### src/design/cmcc_pkg.sv
`default_nettype none
package cmcc_pkg;

    localparam int LEGS           = 6;
    localparam int INPUTS_PER_LEG = 4;
    localparam int DEVICES        = 3;
    localparam int CHANNELS       = 8;

    localparam int SLOT_COUNT = LEGS * INPUTS_PER_LEG;
    localparam int PAIR_COUNT = DEVICES * CHANNELS;

    localparam int SLOT_W = (SLOT_COUNT > 1) ? $clog2(SLOT_COUNT) : 1;
    localparam int CNT_W  = $clog2(SLOT_COUNT + 1);
    localparam int PAIR_W = (PAIR_COUNT > 1) ? $clog2(PAIR_COUNT) : 1;
    localparam int DEV_W  = (DEVICES > 1) ? $clog2(DEVICES) : 1;
    localparam int CH_W   = (CHANNELS > 1) ? $clog2(CHANNELS) : 1;

    typedef struct packed {
        logic [2:0] leg_index;
        logic [2:0] slot_input;
        logic [2:0] device_number;
        logic [3:0] channel_number;
    } in_item_t;

    typedef struct packed {
        logic accepted;
        logic map_complete;
    } out_item_t;

    typedef struct packed {
        logic [DEV_W-1:0] dev;
        logic [CH_W-1:0]  ch;
    } map_entry_t;

    typedef enum logic [1:0] {
        ST_IDLE,
        ST_SCAN,
        ST_RESP
    } state_t;

    typedef struct packed {
        logic load;
        logic scan_run;
        logic flag_set;
        logic flag_clr;
        logic out_load;
    } cmd_t;

    typedef struct packed {
        logic in_ok;
        logic scan_fail;
        logic scan_done;
    } sts_t;

endpackage
`default_nettype wire

### src/design/cmcc_datapath.sv
`default_nettype none
module cmcc_datapath (
    input  wire logic               aclk,
    input  wire logic               aresetn,
    input  wire cmcc_pkg::in_item_t s_data,
    input  wire cmcc_pkg::cmd_t     cmd,
    output cmcc_pkg::sts_t          sts,
    output cmcc_pkg::out_item_t     m_data
);

    cmcc_pkg::map_entry_t map_mem [cmcc_pkg::SLOT_COUNT];

    logic [cmcc_pkg::SLOT_COUNT-1:0] marks_reg, marks_next;
    logic [cmcc_pkg::PAIR_COUNT-1:0] scratch_reg, scratch_next;
    logic [cmcc_pkg::CNT_W-1:0]      rd_idx_reg, rd_idx_next;
    logic [cmcc_pkg::SLOT_W-1:0]     chk_idx_reg, chk_idx_next;
    logic                            rd_vld_reg, rd_vld_next;
    logic                            rd_mark_reg, rd_mark_next;
    cmcc_pkg::map_entry_t            rd_entry_reg;
    logic                            flag_reg, flag_next;
    logic                            acc_reg, acc_next;
    cmcc_pkg::out_item_t             out_reg, out_next;

    logic                            in_ok;
    logic [cmcc_pkg::SLOT_W-1:0]     wr_addr;
    logic                            issue;
    logic [cmcc_pkg::PAIR_W-1:0]     pair;
    logic                            chk_ok;

    assign in_ok = ({1'b0, s_data.leg_index} < 4'(cmcc_pkg::LEGS)) &&
                   ({1'b0, s_data.slot_input} < 4'(cmcc_pkg::INPUTS_PER_LEG)) &&
                   ({1'b0, s_data.device_number} < 4'(cmcc_pkg::DEVICES)) &&
                   ({1'b0, s_data.channel_number} < 5'(cmcc_pkg::CHANNELS));

    assign wr_addr = cmcc_pkg::SLOT_W'(
                         cmcc_pkg::SLOT_W'(s_data.leg_index) *
                         cmcc_pkg::SLOT_W'(cmcc_pkg::INPUTS_PER_LEG)) +
                     cmcc_pkg::SLOT_W'(s_data.slot_input);

    assign issue = cmd.scan_run &&
                   (rd_idx_reg != cmcc_pkg::CNT_W'(cmcc_pkg::SLOT_COUNT));

    assign pair = cmcc_pkg::PAIR_W'(
                      cmcc_pkg::PAIR_W'(rd_entry_reg.dev) *
                      cmcc_pkg::PAIR_W'(cmcc_pkg::CHANNELS)) +
                  cmcc_pkg::PAIR_W'(rd_entry_reg.ch);

    // unrecorded slot fails before its stored pair is looked at
    assign chk_ok = rd_mark_reg && !scratch_reg[pair];

    assign sts.in_ok     = in_ok;
    assign sts.scan_fail = rd_vld_reg && !chk_ok;
    assign sts.scan_done = rd_vld_reg && chk_ok &&
                           (chk_idx_reg == cmcc_pkg::SLOT_W'(cmcc_pkg::SLOT_COUNT - 1));

    assign m_data = out_reg;

    always_ff @(posedge aclk) begin
        if (cmd.load && in_ok) begin
            map_mem[wr_addr] <= '{dev: s_data.device_number[cmcc_pkg::DEV_W-1:0],
                                  ch:  s_data.channel_number[cmcc_pkg::CH_W-1:0]};
        end
        if (issue) begin
            rd_entry_reg <= map_mem[rd_idx_reg[cmcc_pkg::SLOT_W-1:0]];
        end
    end

    always_comb begin
        marks_next   = marks_reg;
        scratch_next = scratch_reg;
        rd_idx_next  = rd_idx_reg;
        chk_idx_next = chk_idx_reg;
        rd_vld_next  = rd_vld_reg;
        rd_mark_next = rd_mark_reg;
        flag_next    = flag_reg;
        acc_next     = acc_reg;
        out_next     = out_reg;

        if (cmd.load) begin
            acc_next     = in_ok;
            scratch_next = '0;
            rd_idx_next  = '0;
            rd_vld_next  = 1'b0;
            if (in_ok) begin
                marks_next[wr_addr] = 1'b1;
            end
        end

        if (cmd.scan_run) begin
            rd_vld_next = issue;
            if (issue) begin
                rd_mark_next = marks_reg[rd_idx_reg[cmcc_pkg::SLOT_W-1:0]];
                chk_idx_next = rd_idx_reg[cmcc_pkg::SLOT_W-1:0];
                rd_idx_next  = rd_idx_reg + 1'b1;
            end
            if (rd_vld_reg && chk_ok) begin
                scratch_next[pair] = 1'b1;
            end
        end

        if (cmd.flag_set) begin
            flag_next = 1'b1;
        end else if (cmd.flag_clr) begin
            flag_next = 1'b0;
        end

        if (cmd.out_load) begin
            out_next.accepted     = acc_reg;
            out_next.map_complete = flag_reg;
        end
    end

    always_ff @(posedge aclk) begin
        if (!aresetn) begin
            marks_reg  <= '0;
            flag_reg   <= 1'b0;
            rd_vld_reg <= 1'b0;
        end else begin
            marks_reg  <= marks_next;
            flag_reg   <= flag_next;
            rd_vld_reg <= rd_vld_next;
        end
    end

    always_ff @(posedge aclk) begin
        scratch_reg <= scratch_next;
        rd_idx_reg  <= rd_idx_next;
        chk_idx_reg <= chk_idx_next;
        rd_mark_reg <= rd_mark_next;
        acc_reg     <= acc_next;
        out_reg     <= out_next;
    end

    a_complete_needs_marks: assert property (@(posedge aclk) disable iff (!aresetn)
        cmd.flag_set |-> (&marks_reg))
        else $error("map flagged complete with an unrecorded slot");

    a_fail_done_excl: assert property (@(posedge aclk) disable iff (!aresetn)
        !(sts.scan_fail && sts.scan_done))
        else $error("scan reports both failure and completion");

endmodule
`default_nettype wire

### config.mk
export PLATFORM = sky130hd
export DESIGN_NAME = cmcc_datapath
export DESIGN_NICKNAME = d
export VERILOG_FILES = /design/src/design/cmcc_pkg.sv /design/src/design/cmcc_datapath.sv
export SDC_FILE = /design/constraint.sdc
export NUM_CORES = 1
export LEC_CHECK = 0
export BUFFER_PORTS_ARGS = -buffer_cell sky130_fd_sc_hd__buf_4
export CORE_MARGIN = 4
export CORE_UTILIZATION = 30
export DETAILED_ROUTE_END_ITERATION = 6
export PLACE_DENSITY_LB_ADDON = 0.3
export SETUP_SLACK_MARGIN = 0.02
export SLEW_MARGIN = 20
export SYNTH_ARGS = -nofsm -noshare
export SYNTH_HDL_FRONTEND = slang
export SYNTH_SLANG_ARGS = --single-unit
### constraint.sdc
create_clock -name aclk -period 4.32 [get_ports aclk]
set_clock_uncertainty 0.05 [all_clocks]
set_input_delay 0 -clock aclk [delete_from_list [all_inputs] [get_ports aclk]]
set_output_delay 0 -clock aclk [all_outputs]
set_load 0.05 [all_outputs]
==> impl_results.html <==
<table>
<tr><th>Metric</th><th>Value</th></tr>
<tr><th colspan="2">Power</th></tr>
<tr><td>Worst supply voltage drop on vdd</td><td>about 0.24 mV</td></tr>
<tr><td>Total power per unit cell area</td><td>about 460 nW/um2</td></tr>
<tr><td>LEAKAGE</td><td>slightly below 3 nW</td></tr>
<tr><th colspan="2">Route</th></tr>
<tr><td>Post-detailed-route via-to-cell ratio</td><td>4.95</td></tr>
<tr><td>Detailed router's first-iteration violation count</td><td>271</td></tr>
<tr><td>DR DRC count</td><td>0</td></tr>
<tr><td>Vias post-DR</td><td>around 4500</td></tr>
<tr><td>Detail Route Antenna Nets</td><td>0</td></tr>
<tr><td>Number of search-and-repair iterations in the first detailed-routing pass</td><td>6</td></tr>
<tr><td>Detail-routed net length per standard cell</td><td>18.1 um</td></tr>
<tr><td>Overall routed net length</td><td>16400 um</td></tr>
<tr><th colspan="2">Logic synthesis</th></tr>
<tr><td>Count of different cell masters after synthesis</td><td>52</td></tr>
<tr><td>Mean instance size in the synthesized netlist</td><td>14.6 um2</td></tr>
<tr><td>Flops &amp; latches, synth</td><td>189</td></tr>
<tr><td>Post-synthesis instance area</td><td>7750 um2</td></tr>
<tr><td>Number of enable flip-flop cells after synthesis</td><td>approximately 130</td></tr>
<tr><td>Number of synthesis warnings</td><td>0</td></tr>
<tr><td>Adder and majority gate portion of the synthesized area</td><td>less than 1%</td></tr>
<tr><td>Post-synthesis share of cell area spent on and, or, nand and nor gates</td><td>9.18%</td></tr>
<tr><td>Multiplexer fraction of the synthesized cell area</td><td>12.0%</td></tr>
<tr><td>Gate count of the mapped netlist</td><td>531</td></tr>
<tr><td>Prevailing post-synth register cell</td><td>sky130_fd_sc_hd__edfxtp_1</td></tr>
<tr><td>FFs w/ async S/R, synth</td><td>0%</td></tr>
<tr><td>XOR/XNOR Fraction of Synth Area</td><td>0.226%</td></tr>
<tr><td>Seq/Total Area, Yosys</td><td>66.1%</td></tr>
<tr><td>Main combinational cell family by area after synthesis</td><td>multiplexers</td></tr>
<tr><td>Fraction of the mapped netlist area in compound gates</td><td>8.68%</td></tr>
<tr><td>Post-synth net total</td><td>approximately 560</td></tr>
<tr><th colspan="2">Final layout</th></tr>
<tr><td>Max FFs per register</td><td>120</td></tr>
<tr><td>Footprint of the multi-input gates</td><td>2380 um2</td></tr>
<tr><td># nets final</td><td>slightly below 600</td></tr>
<tr><td>Area taken by flip-flops and latches</td><td>just over 5000 um2</td></tr>
<tr><td>Layout fillers</td><td>2395</td></tr>
<tr><td>Proportion of layout cells with a drive suffix above 1</td><td>18.4%</td></tr>
<tr><td>Area growth from synthesis to final layout</td><td>15.8%</td></tr>
<tr><td>Most frequent cells in the layout</td><td>sky130_fd_sc_hd__edfxtp_1 (134), sky130_fd_sc_hd__dfxtp_1 (53), sky130_fd_sc_hd__nand2_1 (36)</td></tr>
<tr><td>Number of antenna repair diodes</td><td>0</td></tr>
<tr><td>Final non-filler cell total</td><td>902</td></tr>
<tr><td>Leading cell type in the layout, fill and taps excluded</td><td>sky130_fd_sc_hd__edfxtp_1</td></tr>
<tr><th colspan="2">Floorplan</th></tr>
<tr><td>Die extent in x</td><td>169 um</td></tr>
<tr><td>Full die area</td><td>28500 um2</td></tr>
<tr><td>Initial core utilization</td><td>30.6%</td></tr>
<tr><td>Cell row count</td><td>58</td></tr>
<tr><td>Die boundary height</td><td>169 um</td></tr>
<tr><td>Number of primary I/O pins</td><td>25</td></tr>
<tr><td>CORE AREA</td><td>approximately 25000 um2</td></tr>
<tr><th colspan="2">Clock network</th></tr>
<tr><td>Worst-path clk slew</td><td>about 0.070 ns</td></tr>
<tr><td>CTS sink cnt</td><td>189</td></tr>
<tr><td>Quantity of gates resized following cts</td><td>0</td></tr>
<tr><td>Clk buf depth</td><td>2</td></tr>
<tr><td>Clock network latency to the later pin of the worst-skew pair</td><td>0.44 ns</td></tr>
<tr><td>CTS H-Tree Depth</td><td>4</td></tr>
<tr><td>Root Buffer</td><td>sky130_fd_sc_hd__clkbuf_16</td></tr>
<tr><td>Number of buffers added by the clock tree synthesis step</td><td>17</td></tr>
<tr><td>Clock tree from TritonCTS</td><td>yes</td></tr>
<tr><th colspan="2">Critical path</th></tr>
<tr><td>Max incr delay on CP</td><td>~0.92 ns</td></tr>
<tr><td>Critical path type</td><td>reg -&gt; out</td></tr>
<tr><td>List of cells traversed by the critical path</td><td>mux2i_1 &gt; nand3_1 &gt; nand3_2 &gt; or4b_1 &gt; nor4_4 &gt; buf_4</td></tr>
<tr><td>Worst setup slack for register-to-register paths</td><td>1.73 ns</td></tr>
<tr><td>Worst Path Max Fanout</td><td>20</td></tr>
<tr><td>Buffers and inverters on the worst path</td><td>1</td></tr>
<tr><td>Category of the worst setup path launch point</td><td>flip-flop</td></tr>
<tr><td>Kind of cell with the highest combined delay on the critical path</td><td>simple AND/OR/NAND/NOR gates</td></tr>
<tr><td>Master of the slowest instance on the critical path</td><td>sky130_fd_sc_hd__edfxtp_1</td></tr>
<tr><td>Data arrival time of the critical path</td><td>around 3.1 ns</td></tr>
<tr><td>Endpoint class of the critical path</td><td>primary output</td></tr>
<tr><td>Logic depth of the worst setup path including buffers</td><td>6</td></tr>
<tr><td>Worst reg2reg path depth</td><td>6</td></tr>
<tr><td>Required time of the worst setup path</td><td>4.27 ns</td></tr>
<tr><th colspan="2">Timing</th></tr>
<tr><td>Unrepaired setup endpoints after global routing</td><td>no</td></tr>
<tr><td>Final Max Tran Viols</td><td>0</td></tr>
<tr><td>Relative max-transition margin</td><td>37.3%</td></tr>
<tr><td>Upper clock frequency limit</td><td>roughly 320 MHz</td></tr>
<tr><td>Transition time at the pin with the least slew margin</td><td>0.938 ns</td></tr>
<tr><td>Fin crit period</td><td>about 3.2 ns</td></tr>
<tr><td>Sum of negative setup slack</td><td>0 ns</td></tr>
<tr><td>Final period util</td><td>between 70 and 80%</td></tr>
<tr><td>Setup WS post-layout</td><td>approximately 1.2 ns</td></tr>
<tr><td>Final count of hold timing violations</td><td>0</td></tr>
<tr><td>Setup violations, final</td><td>0</td></tr>
<tr><th colspan="2">Worst hold path</th></tr>
<tr><td>Path class of the lowest-slack min-delay path</td><td>in -&gt; reg</td></tr>
<tr><td>Worst hold path stage count</td><td>4</td></tr>
<tr><th colspan="2">Place</th></tr>
<tr><td>Setup Slack @ Placement</td><td>around 1.6 ns</td></tr>
<tr><td>Post-placement cell count</td><td>857</td></tr>
<tr><td>Post-detailed-placement half-perimeter wirelength</td><td>10800 um</td></tr>
<tr><td>Number of port buffers</td><td>24</td></tr>
<tr><td>Global placement routability congestion</td><td>0.824</td></tr>
<tr><th colspan="2">Global route</th></tr>
<tr><td>Total congestion overflow</td><td>0</td></tr>
<tr><td>Number of global-route vias before repair</td><td>4560</td></tr>
<tr><td>Global-route wire length before repair</td><td>26300 um</td></tr>
<tr><td>Overall fraction of global-route tracks in use</td><td>11.9%</td></tr>
<tr><td>Pin count of the biggest net entering global routing</td><td>33</td></tr>
<tr><td>Initial antenna violation count</td><td>0</td></tr>
<tr><th colspan="2">Outcome</th></tr>
<tr><td>Status</td><td>finished clean</td></tr>
<tr><th colspan="2">Run</th></tr>
<tr><td>Count of maximum capacitance violations</td><td>0</td></tr>
</table>
## kinds of logic (layout without fill, tap and decap cells)
kind of cell	Yosys count	in the layout
AO/OA/AOI/OAI	91	91
XOR/XNOR	2	2
adder cells (fa/ha/maj)	4	4
buffers and inverters	55	96
flip-flops	189	189
multiplexers	58	58
AND/OR/NAND/NOR	132	132
## stage by stage
stage	total power, W	area (um2)	hold slack [ns]	util (%)
3_5_place_dp	0.00251	8210	0.166	32.4
5_1_grt	0.00427	8980	0.0852	35.4
6_report	0.00411	8980	0.0419	35.4
4_1_cts	0.00414	8980	0.0298	35.4
3_3_place_gp	0.00250	8210	0.158	32.4
2_1_floorplan	0.00237	7750	0.0489	-
## synth_stat cells, drive strengths merged (2+ instances only)
library cell / n / share of area, %
nand4b: 9 / 1.0
a22oi: 10 / 0.97
nand2: 36 / 1.7
mux2i: 24 / 3.1
nand4: 4 / 0.32
nor3b: 2 / 0.19
a2111oi: 5 / 0.56
nand3: 11 / 0.77
nand3b: 5 / 0.48
a21oi: 6 / 0.39
ha: 4 / 0.65
dfxtp: 55 / 14
xnor2: 2 / 0.23
or3: 2 / 0.16
edfxtp: 134 / 52
o21a: 20 / 1.9
buf: 18 / 1.4
o211ai: 5 / 0.48
or4b: 2 / 0.31
inv: 23 / 1.1
o32ai: 4 / 0.55
o22ai: 15 / 1.2
o21ai: 12 / 0.77
o41ai: 4 / 0.74
nor4: 3 / 0.52
clkbuf: 13 / 0.63
nor2: 34 / 1.6
mux4: 27 / 7.8
mux2: 7 / 1.0
nor2b: 8 / 0.65
o31ai: 5 / 0.48
nand2b: 10 / 0.81
## routing by layer
metal | wire length (um) | global-route usage (%) | vias to the layer above
met5 | 0 | 0 | -
met4 | 272 | 3.71 | 0
met3 | 578 | 2.73 | 22
met2 | 7720 | 18.6 | 97
met1 | 7790 | 16.7 | 2255
li1 | - | - | 2090
## tightest hold or removal path, cell delays in order
cell	delay [ns]
sky130_fd_sc_hd__buf_4	0.08
sky130_fd_sc_hd__ha_1	0.21
sky130_fd_sc_hd__nand4b_1	0.13
sky130_fd_sc_hd__o21ai_0	0.06
## report_power, final
| part | total (W) | switching [W] | internal [W] |
|---|---|---|---|
| clock network | 0.00164 | 0.000788 | 0.000850 |
| logic | 0.000403 | 0.000215 | 0.000188 |
| registers | 0.00207 | 0.0000978 | 0.00197 |
## final timing paths
check / start / endpoint
max: rd_entry_reg[1] / sts[0]
min: s_data[10] / marks_reg[8]
max reg2reg: rd_idx_reg[1] / rd_entry_reg[2]
min reg2reg: acc_reg / m_data[1]
## cell type report
cell class,instances,share of cell area (%)
clock buffers,17,4.74
clock inverters,15,2.33
inverters,24,1.00
multi-input cells,287,26.5
flip-flops and latches,189,57.1
well taps,330,4.60
repair buffers,40,3.71
## what timing repair did
action                                 4_1_cts  5_1_grt
setup buffers                                0        0
setup endpoints to repair                    0        0
hold buffers                                13        0
endpoints found under the hold margin      171        0
Power figures use the tool's default switching activity.
